==> config.mk <==
export PLATFORM = sky130hd
export DESIGN_NAME = nine_slice_rect_generator
export DESIGN_NICKNAME = d
export VERILOG_FILES = /design/src/hw/rtl/nsr_pkg.sv /design/src/hw/rtl/nsr_cfg_regs.sv /design/src/hw/rtl/nsr_span_div.sv /design/src/hw/rtl/nsr_piece_seq.sv /design/src/hw/rtl/nine_slice_rect_generator.sv
export SDC_FILE = /design/constraint.sdc
export NUM_CORES = 2
export LEC_CHECK = 0
export BUFFER_PORTS_ARGS = -buffer_cell sky130_fd_sc_hd__buf_4
export CAP_MARGIN = 20
export CORE_ASPECT_RATIO = 0.5
export CORE_MARGIN = 2
export CORE_UTILIZATION = 30
export DETAILED_ROUTE_END_ITERATION = 10
export GPL_ROUTABILITY_DRIVEN = 0
export PLACE_DENSITY = 0.47
export SLEW_MARGIN = 20
export SYNTH_ARGS = -nofsm -noshare
export SYNTH_HDL_FRONTEND = slang
export SYNTH_HIERARCHICAL = 1
export SYNTH_SLANG_ARGS = --single-unit
==> constraint.sdc <==
create_clock -name clk_i -period 42.9 [get_ports clk_i]
set_clock_uncertainty 0.05 [all_clocks]
set_input_delay 8.58 -clock clk_i [delete_from_list [all_inputs] [get_ports clk_i]]
set_output_delay 8.58 -clock clk_i [all_outputs]
set_load 0.03 [all_outputs]
==> src/hw/rtl/nsr_pkg.sv <==
// Shared types and constants of the nine-slice rectangle generator.
// No dependencies; every other file of the block imports this package.
package nsr_pkg;

  localparam int unsigned UV_W        = 17;  // Q1.16 texture coordinate
  localparam int unsigned CORNER_W    = 23;  // Q15.8 wanted corner size
  localparam int unsigned TEX_W       = 21;  // Q13.8 texture size
  localparam int unsigned CFG_DATA_W  = 23;  // widest register
  localparam int unsigned CFG_IDX_W   = 3;
  localparam int unsigned KIND_W      = 4;

  // Span divider: quotient of (corner << FRAC_W) / divisor, divisor >= 2^15
  localparam int unsigned FRAC_W      = 16;
  localparam int unsigned QUOT_W      = 24;
  localparam int unsigned REM_W       = 17;
  localparam int unsigned DIV_STAGES  = 6;
  localparam int unsigned DIV_BPS     = QUOT_W / DIV_STAGES;
  localparam int unsigned LOW_BITS    = QUOT_W - FRAC_W;

  localparam logic [UV_W-1:0] ONE_Q16  = UV_W'(65536);
  localparam logic [UV_W-1:0] HALF_Q16 = UV_W'(32768);

  localparam logic [CFG_IDX_W-1:0] REG_CENTER_U     = 3'd0;
  localparam logic [CFG_IDX_W-1:0] REG_CENTER_V     = 3'd1;
  localparam logic [CFG_IDX_W-1:0] REG_CORNER_WIDTH = 3'd2;
  localparam logic [CFG_IDX_W-1:0] REG_CORNER_HGT   = 3'd3;
  localparam logic [CFG_IDX_W-1:0] REG_TEX_WIDTH    = 3'd4;
  localparam logic [CFG_IDX_W-1:0] REG_TEX_HEIGHT   = 3'd5;

  typedef enum logic [KIND_W-1:0] {
    PK_CORNER_BL,
    PK_CORNER_TL,
    PK_CORNER_TR,
    PK_CORNER_BR,
    PK_EDGE_LEFT,
    PK_EDGE_RIGHT,
    PK_EDGE_BOTTOM,
    PK_EDGE_TOP,
    PK_CENTER
  } piece_kind_e;

  // Configuration as seen by the datapath, with derived values
  typedef struct packed {
    logic [UV_W-1:0]     tex_u;     // clamped center_u
    logic [UV_W-1:0]     tex_v;     // one minus clamped center_v
    logic [UV_W-1:0]     div_x;     // max(cu, 1 - cu)
    logic [UV_W-1:0]     div_y;     // max(cv, 1 - cv)
    logic [CORNER_W-1:0] corner_w;
    logic [CORNER_W-1:0] corner_h;
    logic [TEX_W-1:0]    tex_w;
    logic [TEX_W-1:0]    tex_h;
  } cfg_t;

  typedef struct packed {
    logic sides;  // left/right edge pair fits
    logic caps;   // bottom/top edge pair fits
  } split_flags_t;

endpackage

==> src/hw/rtl/nsr_cfg_regs.sv <==
// Configuration register file of the nine-slice generator, with clamping
// and divisor selection. Depends on nsr_pkg.
module nsr_cfg_regs (
  input  logic                          clk_i,
  input  logic                          rst_ni,
  input  logic                          cfg_we_i,
  input  logic [nsr_pkg::CFG_IDX_W-1:0] cfg_idx_i,
  input  logic [nsr_pkg::CFG_DATA_W-1:0] cfg_wdata_i,
  output nsr_pkg::cfg_t                 cfg_o
);
  import nsr_pkg::*;

  logic [UV_W-1:0]     center_u_q, center_v_q;
  logic [CORNER_W-1:0] corner_w_q, corner_h_q;
  logic [TEX_W-1:0]    tex_w_q, tex_h_q;
  logic [UV_W-1:0]     cu, cv;

  always_ff @(posedge clk_i or negedge rst_ni) begin
    if (!rst_ni) begin
      center_u_q <= HALF_Q16;
      center_v_q <= HALF_Q16;
      corner_w_q <= '0;
      corner_h_q <= '0;
      tex_w_q    <= TEX_W'(65536);
      tex_h_q    <= TEX_W'(65536);
    end else if (cfg_we_i) begin
      unique case (cfg_idx_i)
        REG_CENTER_U:     center_u_q <= cfg_wdata_i[UV_W-1:0];
        REG_CENTER_V:     center_v_q <= cfg_wdata_i[UV_W-1:0];
        REG_CORNER_WIDTH: corner_w_q <= cfg_wdata_i[CORNER_W-1:0];
        REG_CORNER_HGT:   corner_h_q <= cfg_wdata_i[CORNER_W-1:0];
        REG_TEX_WIDTH:    tex_w_q    <= cfg_wdata_i[TEX_W-1:0];
        REG_TEX_HEIGHT:   tex_h_q    <= cfg_wdata_i[TEX_W-1:0];
        default: ;
      endcase
    end
  end

  // Clamp split points to one
  assign cu = (center_u_q > ONE_Q16) ? ONE_Q16 : center_u_q;
  assign cv = (center_v_q > ONE_Q16) ? ONE_Q16 : center_v_q;

  always_comb begin
    cfg_o.tex_u    = cu;
    cfg_o.tex_v    = ONE_Q16 - cv;
    cfg_o.div_x    = (cu > HALF_Q16) ? cu : ONE_Q16 - cu;
    cfg_o.div_y    = (cv > HALF_Q16) ? cv : ONE_Q16 - cv;
    cfg_o.corner_w = corner_w_q;
    cfg_o.corner_h = corner_h_q;
    cfg_o.tex_w    = tex_w_q;
    cfg_o.tex_h    = tex_h_q;
  end

endmodule

==> src/hw/rtl/nsr_span_div.sv <==
// Pipelined restoring divider for the corner span: (corner << 16) / divisor.
// Depends on nsr_pkg; stage advance comes from the block's pipeline control.
module nsr_span_div (
  input  logic                         clk_i,
  input  logic [nsr_pkg::DIV_STAGES-1:0] adv_i,
  input  logic [nsr_pkg::CORNER_W-1:0] corner_i,
  input  logic [nsr_pkg::UV_W-1:0]     divisor_i,
  output logic [nsr_pkg::QUOT_W-1:0]   quot_o
);
  import nsr_pkg::*;

  logic [REM_W-1:0]  rem_q [DIV_STAGES];
  logic [QUOT_W-1:0] quo_q [DIV_STAGES];
  logic [QUOT_W-1:0] num_low;

  // Bits of the shifted dividend that the quotient still needs
  assign num_low = {corner_i[LOW_BITS-1:0], {FRAC_W{1'b0}}};

  for (genvar k = 0; k < DIV_STAGES; k++) begin : g_stage
    logic [REM_W-1:0]  rem_in, rem_d;
    logic [QUOT_W-1:0] quo_in, quo_d;

    if (k == 0) begin : g_first
      assign rem_in = REM_W'(corner_i[CORNER_W-1:LOW_BITS]);
      assign quo_in = '0;
    end else begin : g_next
      assign rem_in = rem_q[k-1];
      assign quo_in = quo_q[k-1];
    end

    always_comb begin
      logic [REM_W:0] trial;
      rem_d = rem_in;
      quo_d = quo_in;
      for (int i = 0; i < DIV_BPS; i++) begin
        trial = {rem_d, num_low[QUOT_W-1-(k*DIV_BPS+i)]};
        if (trial >= {1'b0, divisor_i}) begin
          rem_d = REM_W'(trial - {1'b0, divisor_i});
          quo_d = {quo_d[QUOT_W-2:0], 1'b1};
        end else begin
          rem_d = trial[REM_W-1:0];
          quo_d = {quo_d[QUOT_W-2:0], 1'b0};
        end
      end
    end

    always_ff @(posedge clk_i) begin
      if (adv_i[k]) begin
        rem_q[k] <= rem_d;
        quo_q[k] <= quo_d;
      end
    end
  end

  assign quot_o = quo_q[DIV_STAGES-1];

endmodule

==> src/hw/rtl/nsr_piece_seq.sv <==
// Piece sequencer: holds one split box and emits its pieces one per cycle while out_ready_i is high.
// Depends on nsr_pkg.
module nsr_piece_seq #(
  parameter int unsigned CW = 24
) (
  input  logic                          clk_i,
  input  logic                          rst_ni,
  input  nsr_pkg::cfg_t                 cfg_i,
  input  logic                          box_valid_i,
  output logic                          box_ready_o,
  input  logic signed [CW-1:0]          l_i,
  input  logic signed [CW-1:0]          b_i,
  input  logic signed [CW-1:0]          r_i,
  input  logic signed [CW-1:0]          t_i,
  input  logic signed [CW-1:0]          lm_i,
  input  logic signed [CW-1:0]          bm_i,
  input  logic signed [CW-1:0]          rm_i,
  input  logic signed [CW-1:0]          tm_i,
  input  nsr_pkg::split_flags_t         flags_i,
  output logic                          out_valid_o,
  input  logic                          out_ready_i,
  output logic signed [CW-1:0]          rect_left_o,
  output logic signed [CW-1:0]          rect_bottom_o,
  output logic signed [CW-1:0]          rect_right_o,
  output logic signed [CW-1:0]          rect_top_o,
  output logic [nsr_pkg::UV_W-1:0]      u_first_o,
  output logic [nsr_pkg::UV_W-1:0]      v_first_o,
  output logic [nsr_pkg::UV_W-1:0]      u_second_o,
  output logic [nsr_pkg::UV_W-1:0]      v_second_o,
  output logic [nsr_pkg::KIND_W-1:0]    piece_kind_o,
  output logic                          last_piece_o
);
  import nsr_pkg::*;

  logic                 busy_q;
  piece_kind_e          kind_q, kind_d;
  logic signed [CW-1:0] l_q, b_q, r_q, t_q, lm_q, bm_q, rm_q, tm_q;
  split_flags_t         flags_q;
  logic                 last;
  logic                 load;
  logic [UV_W-1:0]      tu, tv;

  assign tu = cfg_i.tex_u;
  assign tv = cfg_i.tex_v;

  always_comb begin
    unique case (kind_q)
      PK_CORNER_BR: last = !flags_q.sides && !flags_q.caps;
      PK_EDGE_RIGHT: last = !flags_q.caps;
      PK_EDGE_TOP:  last = !flags_q.sides;
      PK_CENTER:    last = 1'b1;
      default:      last = 1'b0;
    endcase
  end

  always_comb begin
    unique case (kind_q)
      PK_CORNER_BR:  kind_d = flags_q.sides ? PK_EDGE_LEFT : PK_EDGE_BOTTOM;
      PK_EDGE_RIGHT: kind_d = flags_q.caps ? PK_EDGE_BOTTOM : PK_CENTER;
      default:       kind_d = piece_kind_e'(kind_q + KIND_W'(1));
    endcase
  end

  assign box_ready_o = !busy_q || (out_ready_i && last);
  assign load        = box_valid_i && box_ready_o;

  always_ff @(posedge clk_i or negedge rst_ni) begin
    if (!rst_ni) begin
      busy_q <= 1'b0;
      kind_q <= PK_CORNER_BL;
    end else if (load) begin
      busy_q <= 1'b1;
      kind_q <= PK_CORNER_BL;
    end else if (busy_q && out_ready_i) begin
      if (last) begin
        busy_q <= 1'b0;
      end else begin
        kind_q <= kind_d;
      end
    end
  end

  always_ff @(posedge clk_i) begin
    if (load) begin
      l_q     <= l_i;
      b_q     <= b_i;
      r_q     <= r_i;
      t_q     <= t_i;
      lm_q    <= lm_i;
      bm_q    <= bm_i;
      rm_q    <= rm_i;
      tm_q    <= tm_i;
      flags_q <= flags_i;
    end
  end

  always_comb begin
    unique case (kind_q)
      PK_CORNER_BL: begin
        {rect_left_o, rect_bottom_o, rect_right_o, rect_top_o} = {l_q, b_q, lm_q, bm_q};
        {u_first_o, v_first_o, u_second_o, v_second_o} = {UV_W'(0), ONE_Q16, tu, tv};
      end
      PK_CORNER_TL: begin
        {rect_left_o, rect_bottom_o, rect_right_o, rect_top_o} = {l_q, tm_q, lm_q, t_q};
        {u_first_o, v_first_o, u_second_o, v_second_o} = {UV_W'(0), tv, tu, UV_W'(0)};
      end
      PK_CORNER_TR: begin
        {rect_left_o, rect_bottom_o, rect_right_o, rect_top_o} = {rm_q, tm_q, r_q, t_q};
        {u_first_o, v_first_o, u_second_o, v_second_o} = {tu, tv, ONE_Q16, UV_W'(0)};
      end
      PK_CORNER_BR: begin
        {rect_left_o, rect_bottom_o, rect_right_o, rect_top_o} = {rm_q, b_q, r_q, bm_q};
        {u_first_o, v_first_o, u_second_o, v_second_o} = {tu, ONE_Q16, ONE_Q16, tv};
      end
      PK_EDGE_LEFT: begin
        {rect_left_o, rect_bottom_o, rect_right_o, rect_top_o} = {l_q, bm_q, lm_q, tm_q};
        {u_first_o, v_first_o, u_second_o, v_second_o} = {UV_W'(0), tv, tu, tv};
      end
      PK_EDGE_RIGHT: begin
        {rect_left_o, rect_bottom_o, rect_right_o, rect_top_o} = {rm_q, bm_q, r_q, tm_q};
        {u_first_o, v_first_o, u_second_o, v_second_o} = {tu, tv, ONE_Q16, tv};
      end
      PK_EDGE_BOTTOM: begin
        {rect_left_o, rect_bottom_o, rect_right_o, rect_top_o} = {lm_q, b_q, rm_q, bm_q};
        {u_first_o, v_first_o, u_second_o, v_second_o} = {tu, ONE_Q16, tu, tv};
      end
      PK_EDGE_TOP: begin
        {rect_left_o, rect_bottom_o, rect_right_o, rect_top_o} = {lm_q, tm_q, rm_q, t_q};
        {u_first_o, v_first_o, u_second_o, v_second_o} = {tu, tv, tu, UV_W'(0)};
      end
      default: begin
        {rect_left_o, rect_bottom_o, rect_right_o, rect_top_o} = {lm_q, bm_q, rm_q, tm_q};
        {u_first_o, v_first_o, u_second_o, v_second_o} = {tu, tv, tu, tv};
      end
    endcase
  end

  assign out_valid_o  = busy_q;
  assign piece_kind_o = kind_q;
  assign last_piece_o = last;

endmodule

==> src/hw/rtl/nine_slice_rect_generator.sv <==
// Top level of the nine-slice rectangle generator: box pipeline and split math.
// Depends on nsr_pkg, nsr_cfg_regs, nsr_span_div and nsr_piece_seq.
//
//   channel   direction  handshake                     payload
//   box in    input      in_valid_i / in_ready_o       box_left_i .. box_top_i
//   piece out output     out_valid_o / out_ready_i     rect_*_o, u/v_*_o, kind, last
//   config    input      cfg_we_i (no wait)            cfg_idx_i, cfg_wdata_i
//
// Boxes enter one per cycle, unless the pipeline is stalled, into an eight-stage
// pipeline (six divider stages, a size stage and a split stage) and leave as four
// to nine pieces, one per cycle while out_ready_i is high; the piece sequencer
// sets the sustained rate. A box's first piece is offered once the box has passed
// the split stage and been loaded into the piece sequencer.
// Reset clears the valid bits and loads the register defaults; no sweep.
// A stall at the output backs up stage by stage; nothing is dropped or repeated.
module nine_slice_rect_generator #(
  parameter int unsigned COORD_WIDTH = 24
) (
  input  logic                           clk_i,
  input  logic                           rst_ni,
  input  logic                           cfg_we_i,
  input  logic [nsr_pkg::CFG_IDX_W-1:0]  cfg_idx_i,
  input  logic [nsr_pkg::CFG_DATA_W-1:0] cfg_wdata_i,
  input  logic                           in_valid_i,
  output logic                           in_ready_o,
  input  logic signed [COORD_WIDTH-1:0]  box_left_i,
  input  logic signed [COORD_WIDTH-1:0]  box_bottom_i,
  input  logic signed [COORD_WIDTH-1:0]  box_right_i,
  input  logic signed [COORD_WIDTH-1:0]  box_top_i,
  output logic                           out_valid_o,
  input  logic                           out_ready_i,
  output logic signed [COORD_WIDTH-1:0]  rect_left_o,
  output logic signed [COORD_WIDTH-1:0]  rect_bottom_o,
  output logic signed [COORD_WIDTH-1:0]  rect_right_o,
  output logic signed [COORD_WIDTH-1:0]  rect_top_o,
  output logic [nsr_pkg::UV_W-1:0]       u_first_o,
  output logic [nsr_pkg::UV_W-1:0]       v_first_o,
  output logic [nsr_pkg::UV_W-1:0]       u_second_o,
  output logic [nsr_pkg::UV_W-1:0]       v_second_o,
  output logic [nsr_pkg::KIND_W-1:0]     piece_kind_o,
  output logic                           last_piece_o
);
  import nsr_pkg::*;

  localparam int unsigned CW  = COORD_WIDTH;
  // Signed width that holds both a box size and an unsigned span
  localparam int unsigned SW  = (CW + 1 > QUOT_W + 1) ? CW + 1 : QUOT_W + 1;
  localparam int unsigned NST = DIV_STAGES + 2;
  localparam int unsigned SZ  = DIV_STAGES;      // size stage
  localparam int unsigned SP  = DIV_STAGES + 1;  // split stage

  cfg_t cfg;

  logic [NST-1:0]       vld_q;
  logic [NST-1:0]       rdy;
  logic signed [CW-1:0] l_q [NST];
  logic signed [CW-1:0] b_q [NST];
  logic signed [CW-1:0] r_q [NST];
  logic signed [CW-1:0] t_q [NST];
  logic                 seq_ready;

  logic [QUOT_W-1:0]    quot_x, quot_y;

  logic [QUOT_W-1:0]    span_x_d, span_y_d, span_x_q, span_y_q;
  logic signed [SW-1:0] size_x_d, size_y_d, size_x_q, size_y_q;

  logic signed [CW-1:0] lm_d, rm_d, bm_d, tm_d, lm_q, rm_q, bm_q, tm_q;
  split_flags_t         flags_d, flags_q;

  nsr_cfg_regs u_cfg (
    .clk_i       (clk_i),
    .rst_ni      (rst_ni),
    .cfg_we_i    (cfg_we_i),
    .cfg_idx_i   (cfg_idx_i),
    .cfg_wdata_i (cfg_wdata_i),
    .cfg_o       (cfg)
  );

  // Ready ripples back from the sequencer: a stage takes new data when empty
  // or when its content moves on in the same cycle.
  always_comb begin
    for (int k = NST - 1; k >= 0; k--) begin
      if (k == NST - 1) begin
        rdy[k] = !vld_q[k] || seq_ready;
      end else begin
        rdy[k] = !vld_q[k] || rdy[k+1];
      end
    end
  end

  assign in_ready_o = rdy[0];

  always_ff @(posedge clk_i or negedge rst_ni) begin
    if (!rst_ni) begin
      vld_q <= '0;
    end else begin
      for (int k = 0; k < NST; k++) begin
        if (rdy[k]) begin
          vld_q[k] <= (k == 0) ? in_valid_i : vld_q[k-1];
        end
      end
    end
  end

  // Box coordinates travel alongside the divider
  always_ff @(posedge clk_i) begin
    for (int k = 0; k < NST; k++) begin
      if (rdy[k]) begin
        if (k == 0) begin
          l_q[k] <= box_left_i;
          b_q[k] <= box_bottom_i;
          r_q[k] <= box_right_i;
          t_q[k] <= box_top_i;
        end else begin
          l_q[k] <= l_q[k-1];
          b_q[k] <= b_q[k-1];
          r_q[k] <= r_q[k-1];
          t_q[k] <= t_q[k-1];
        end
      end
    end
  end

  // Corner spans from the wanted corner size
  nsr_span_div u_div_x (
    .clk_i     (clk_i),
    .adv_i     (rdy[DIV_STAGES-1:0]),
    .corner_i  (cfg.corner_w),
    .divisor_i (cfg.div_x),
    .quot_o    (quot_x)
  );

  nsr_span_div u_div_y (
    .clk_i     (clk_i),
    .adv_i     (rdy[DIV_STAGES-1:0]),
    .corner_i  (cfg.corner_h),
    .divisor_i (cfg.div_y),
    .quot_o    (quot_y)
  );

  // Size stage: pick span, take box width and height
  always_comb begin
    span_x_d = (cfg.corner_w == '0) ? QUOT_W'(cfg.tex_w) : quot_x;
    span_y_d = (cfg.corner_h == '0) ? QUOT_W'(cfg.tex_h) : quot_y;
    size_x_d = SW'(r_q[SZ-1]) - SW'(l_q[SZ-1]);
    size_y_d = SW'(t_q[SZ-1]) - SW'(b_q[SZ-1]);
  end

  always_ff @(posedge clk_i) begin
    if (rdy[SZ]) begin
      span_x_q <= span_x_d;
      span_y_q <= span_y_d;
      size_x_q <= size_x_d;
      size_y_q <= size_y_d;
    end
  end

  // Split stage: an edge pair fits when its span does not exceed the box;
  // otherwise both split lines meet at the floor midpoint.
  always_comb begin
    logic signed [SW-1:0] sx, sy;
    sx = $signed(SW'(span_x_q));
    sy = $signed(SW'(span_y_q));
    flags_d.caps  = !(sx > size_x_q);
    flags_d.sides = !(sy > size_y_q);
    if (flags_d.caps) begin
      lm_d = CW'(SW'(l_q[SZ]) + (sx >>> 1));
      rm_d = CW'(SW'(r_q[SZ]) - (sx >>> 1));
    end else begin
      lm_d = CW'(SW'(l_q[SZ]) + (size_x_q >>> 1));
      rm_d = lm_d;
    end
    if (flags_d.sides) begin
      bm_d = CW'(SW'(b_q[SZ]) + (sy >>> 1));
      tm_d = CW'(SW'(t_q[SZ]) - (sy >>> 1));
    end else begin
      bm_d = CW'(SW'(b_q[SZ]) + (size_y_q >>> 1));
      tm_d = bm_d;
    end
  end

  always_ff @(posedge clk_i) begin
    if (rdy[SP]) begin
      lm_q    <= lm_d;
      rm_q    <= rm_d;
      bm_q    <= bm_d;
      tm_q    <= tm_d;
      flags_q <= flags_d;
    end
  end

  nsr_piece_seq #(
    .CW (CW)
  ) u_seq (
    .clk_i         (clk_i),
    .rst_ni        (rst_ni),
    .cfg_i         (cfg),
    .box_valid_i   (vld_q[SP]),
    .box_ready_o   (seq_ready),
    .l_i           (l_q[SP]),
    .b_i           (b_q[SP]),
    .r_i           (r_q[SP]),
    .t_i           (t_q[SP]),
    .lm_i          (lm_q),
    .bm_i          (bm_q),
    .rm_i          (rm_q),
    .tm_i          (tm_q),
    .flags_i       (flags_q),
    .out_valid_o   (out_valid_o),
    .out_ready_i   (out_ready_i),
    .rect_left_o   (rect_left_o),
    .rect_bottom_o (rect_bottom_o),
    .rect_right_o  (rect_right_o),
    .rect_top_o    (rect_top_o),
    .u_first_o     (u_first_o),
    .v_first_o     (v_first_o),
    .u_second_o    (u_second_o),
    .v_second_o    (v_second_o),
    .piece_kind_o  (piece_kind_o),
    .last_piece_o  (last_piece_o)
  );

endmodule
==> results.md <==
* Register area at 0.0483 mm^2
* Minimum clock period after layout at roughly 21 ns
* Most area-consuming cells after synthesis: edfxtp_1 (41%), ha_1 (12%), mux2_2 (5.4%)
* TritonCTS clock tree: yes
* Detailed Place HPWL at 246000 um
* Syn Area/Cell at 10.7 um^2
* Worst-path clk slew at 0.06 ns
* Critical Path Start Type: input port
* RSZ-0062 raised after global routing: false
* Die area at ~0.37 mm^2
* Hold Buf Count CTS at 0
* Sink Count at 1631
* Core area at 0.362 mm^2
* Synth-to-Final Area Change at 12.7%
* Register area share after synthesis at 44.3%
* Slew @ Worst Pin at roughly 1.1 ns
* Mapped Area at roughly 0.11 mm^2
* Final setup vio count at 0
* First-pass GRT wire length at 482000 um
* Worst EP arrival at about 12 ns
* Final ANT Viol Nets at 0
* Ys flop type: edfxtp_1
* Max cap viols at 0
* Layout fillers at around 36000
* Seq cells post-synth at 1631
* Port bufs at 297
* Max Clock Freq at ~48 MHz
* Die extent in x at 857 um
* DRC violations left at 0
* Initial antenna violation count at 39
* Vias per std cell at 5.10
* Cell Rows at around 160
* Pin count of the biggest net entering global routing at around 100
* Starting Density at 30.2%
* Slew HR at 25.1%
* Layout cells sized above 1 at 13.6%
* Drt wl/cell at just over 20 um
* Number of synthesized flops with an enable pin at 1496
* Worst Setup Path Type: input port to output port
* # nets final at between 10000 and 15000
* Most common cell after layout, fill and taps aside: edfxtp_1
* Yosys warning count at 6
* Final wirelength at roughly 320000 um
* # IOs at 298
* Commonest non-fill, non-tap cells in the layout: edfxtp_1 (1496), ha_1 (1028), nand2_1 (787)
* Final Hold Fails at 0
* Hold WC Path Type: flip-flop to flip-flop
* Synth unique cells at approximately 140
* H-tree Lvls at 4
* Total negative slack at 0 ns
* Clk buf depth at 4
* Multi-input logic area at about 0.058 mm^2
* Syn_nets at ~11000
* Crit share post-route at around half
* Crit-path max FO at 47
* CTS Root Cell: clkbuf_16
* Status: finished clean
* Grt ovf at 0
* Via count at about 79000
* Die span in y at 430 um
* Ys async rst share at a little over 8%
* Initial DRT Pass Iterations at 5
* PostCTS Resize Cnt at 0
* CTS Buf Count at approximately 170
* Number of global-route vias before repair at ~77000
* Crit path capture type: output port
* Iteration-0 DRC Markers at 5283
* Critical Path RT at about 34 ns
* Cell accounting for the most synthesized area: edfxtp_1
* Worst skew pair latency at between 0.8 and 0.9 ns
* GRT Resource Usage Total at 16.9%
* Mapped Cells at 10200
* Postcts setup bufs at 0
* Synth top area share at 41.2%
* Final Slew Violations at 0
-- sequential cells by signal (all words and copies together), names as in the netlist, 24 cells and up --
signal / cells
b_q: 192
bm_q: 24
l_q: 192
lm_q: 24
r_q: 192
rm_q: 24
size_x_q: 25
size_y_q: 25
span_x_q: 24
span_y_q: 24
t_q: 192
tm_q: 24
u_div_x/quo_q: 84
u_div_x/rem_q: 85
u_div_y/quo_q: 84
u_div_y/rem_q: 85
u_seq/b_q: 24
u_seq/bm_q: 24
u_seq/l_q: 24
u_seq/lm_q: 24
u_seq/r_q: 24
u_seq/rm_q: 24
u_seq/t_q: 24
u_seq/tm_q: 24
-- cell usage after synthesis, types with 22 or more instances --
master,instances
a211oi_1,65
inv_1,502
a21boi_0,45
dfrtp_1,131
nand2_1,790
or3_1,59
nand3_1,156
o31ai_1,77
mux2i_1,63
a311oi_1,22
clkbuf_1,114
fa_1,32
buf_4,25
edfxtp_1,1496
o211ai_1,56
a22oi_1,112
xor2_1,240
mux2_2,521
o21bai_1,119
o21a_1,158
a31oi_1,82
nor2_1,652
nor3_1,190
nand3b_1,25
nor3b_1,22
buf_2,50
a21oi_1,725
ha_1,1028
o21ai_1,32
and3_1,72
or2_2,59
nor4_1,36
o31a_1,23
a21o_1,299
xnor2_1,505
a31o_2,23
nand2b_1,128
a211o_1,37
and2_1,68
o21ai_0,554
nand4_1,125
nor2b_1,206
-- per-stage QoR --
stage / hold slack, ns / utilization, % / area, um^2 / worst slack (ns) / std cells
4_1_cts: 0.291 / 34.0 / 123000 / 21.90 / 15500
6_report: 0.297 / 34.0 / 123000 / 22.00 / 15500
2_1_floorplan: 0.350 / - / 109000 / 13.01 / 10200
3_3_place_gp: 0.351 / 32.5 / 118000 / 21.94 / 15200
3_5_place_dp: 0.355 / 32.5 / 118000 / 21.91 / 15200
5_1_grt: 0.288 / 34.0 / 123000 / 21.64 / 15500
-- logic make-up after synthesis --
group	after synthesis	synth area share, %
AO/OA/AOI/OAI	2692	16.3
XOR/XNOR	745	5.98
adder cells (fa/ha/maj)	1060	12.4
buffers and inverters	733	2.74
flip-flops	1631	44.3
multiplexers	610	6.29
AND/OR/NAND/NOR	2682	12.0
-- area by class of cell --
class | instances | area share [%]
timing repair buffer | 425 | 2.61
tap | 4819 | 4.90
antenna | 11 | 0.0224
clock inverter | 85 | 0.585
inverter | 520 | 1.60
clock buffer | 222 | 3.82
sequential | 1631 | 39.3
multi-input combinational | 7789 | 47.2
-- final timing paths --
| check | start | endpoint | slack [ns] | cells past startpoint |
|---|---|---|---|---|
| max | out_ready_i | in_ready_o | 22.00 | 10 |
| min | u_div_x/quo_q[1][5]$_DFFE_PP_ | u_div_x/quo_q[2][9]$_DFFE_PP_ | 0.30 | 0 |
| max reg2reg | u_cfg/center_u_q[16]$_DFFE_PN0P_ | u_div_x/rem_q[4][13]$_DFFE_PP_ | 27.05 | 54 |
| min reg2reg | u_div_x/quo_q[1][5]$_DFFE_PP_ | u_div_x/quo_q[2][9]$_DFFE_PP_ | 0.30 | 0 |
| max in group asynchronous | rst_ni | u_cfg/tex_w_q[17]$_DFFE_PN0P_ | 33.46 | 3 |
| min in group asynchronous | rst_ni | u_cfg/center_v_q[12]$_DFFE_PN0P_ | 7.72 | 1 |
-- routing by layer --
metal	global-route usage, %	share of wire (%)
met1	24.7	49
met2	26.8	44
met3	1.75	4.1
met4	4.09	2.6
met5	0	0
-- worst max-delay path: stages --
cell and delay [ns]:
buf_4 0.15, inv_1 0.10, o21ai_2 0.08, nor2b_1 0.61
nand3_4 0.73, nor2_1 0.86, nand3_4 0.12, inv_1 0.19
nand3_4 0.42, buf_4 0.37
Power is not shown: default switching activity piles up to over one toggle a cycle in this logic, so the estimate is an artifact.
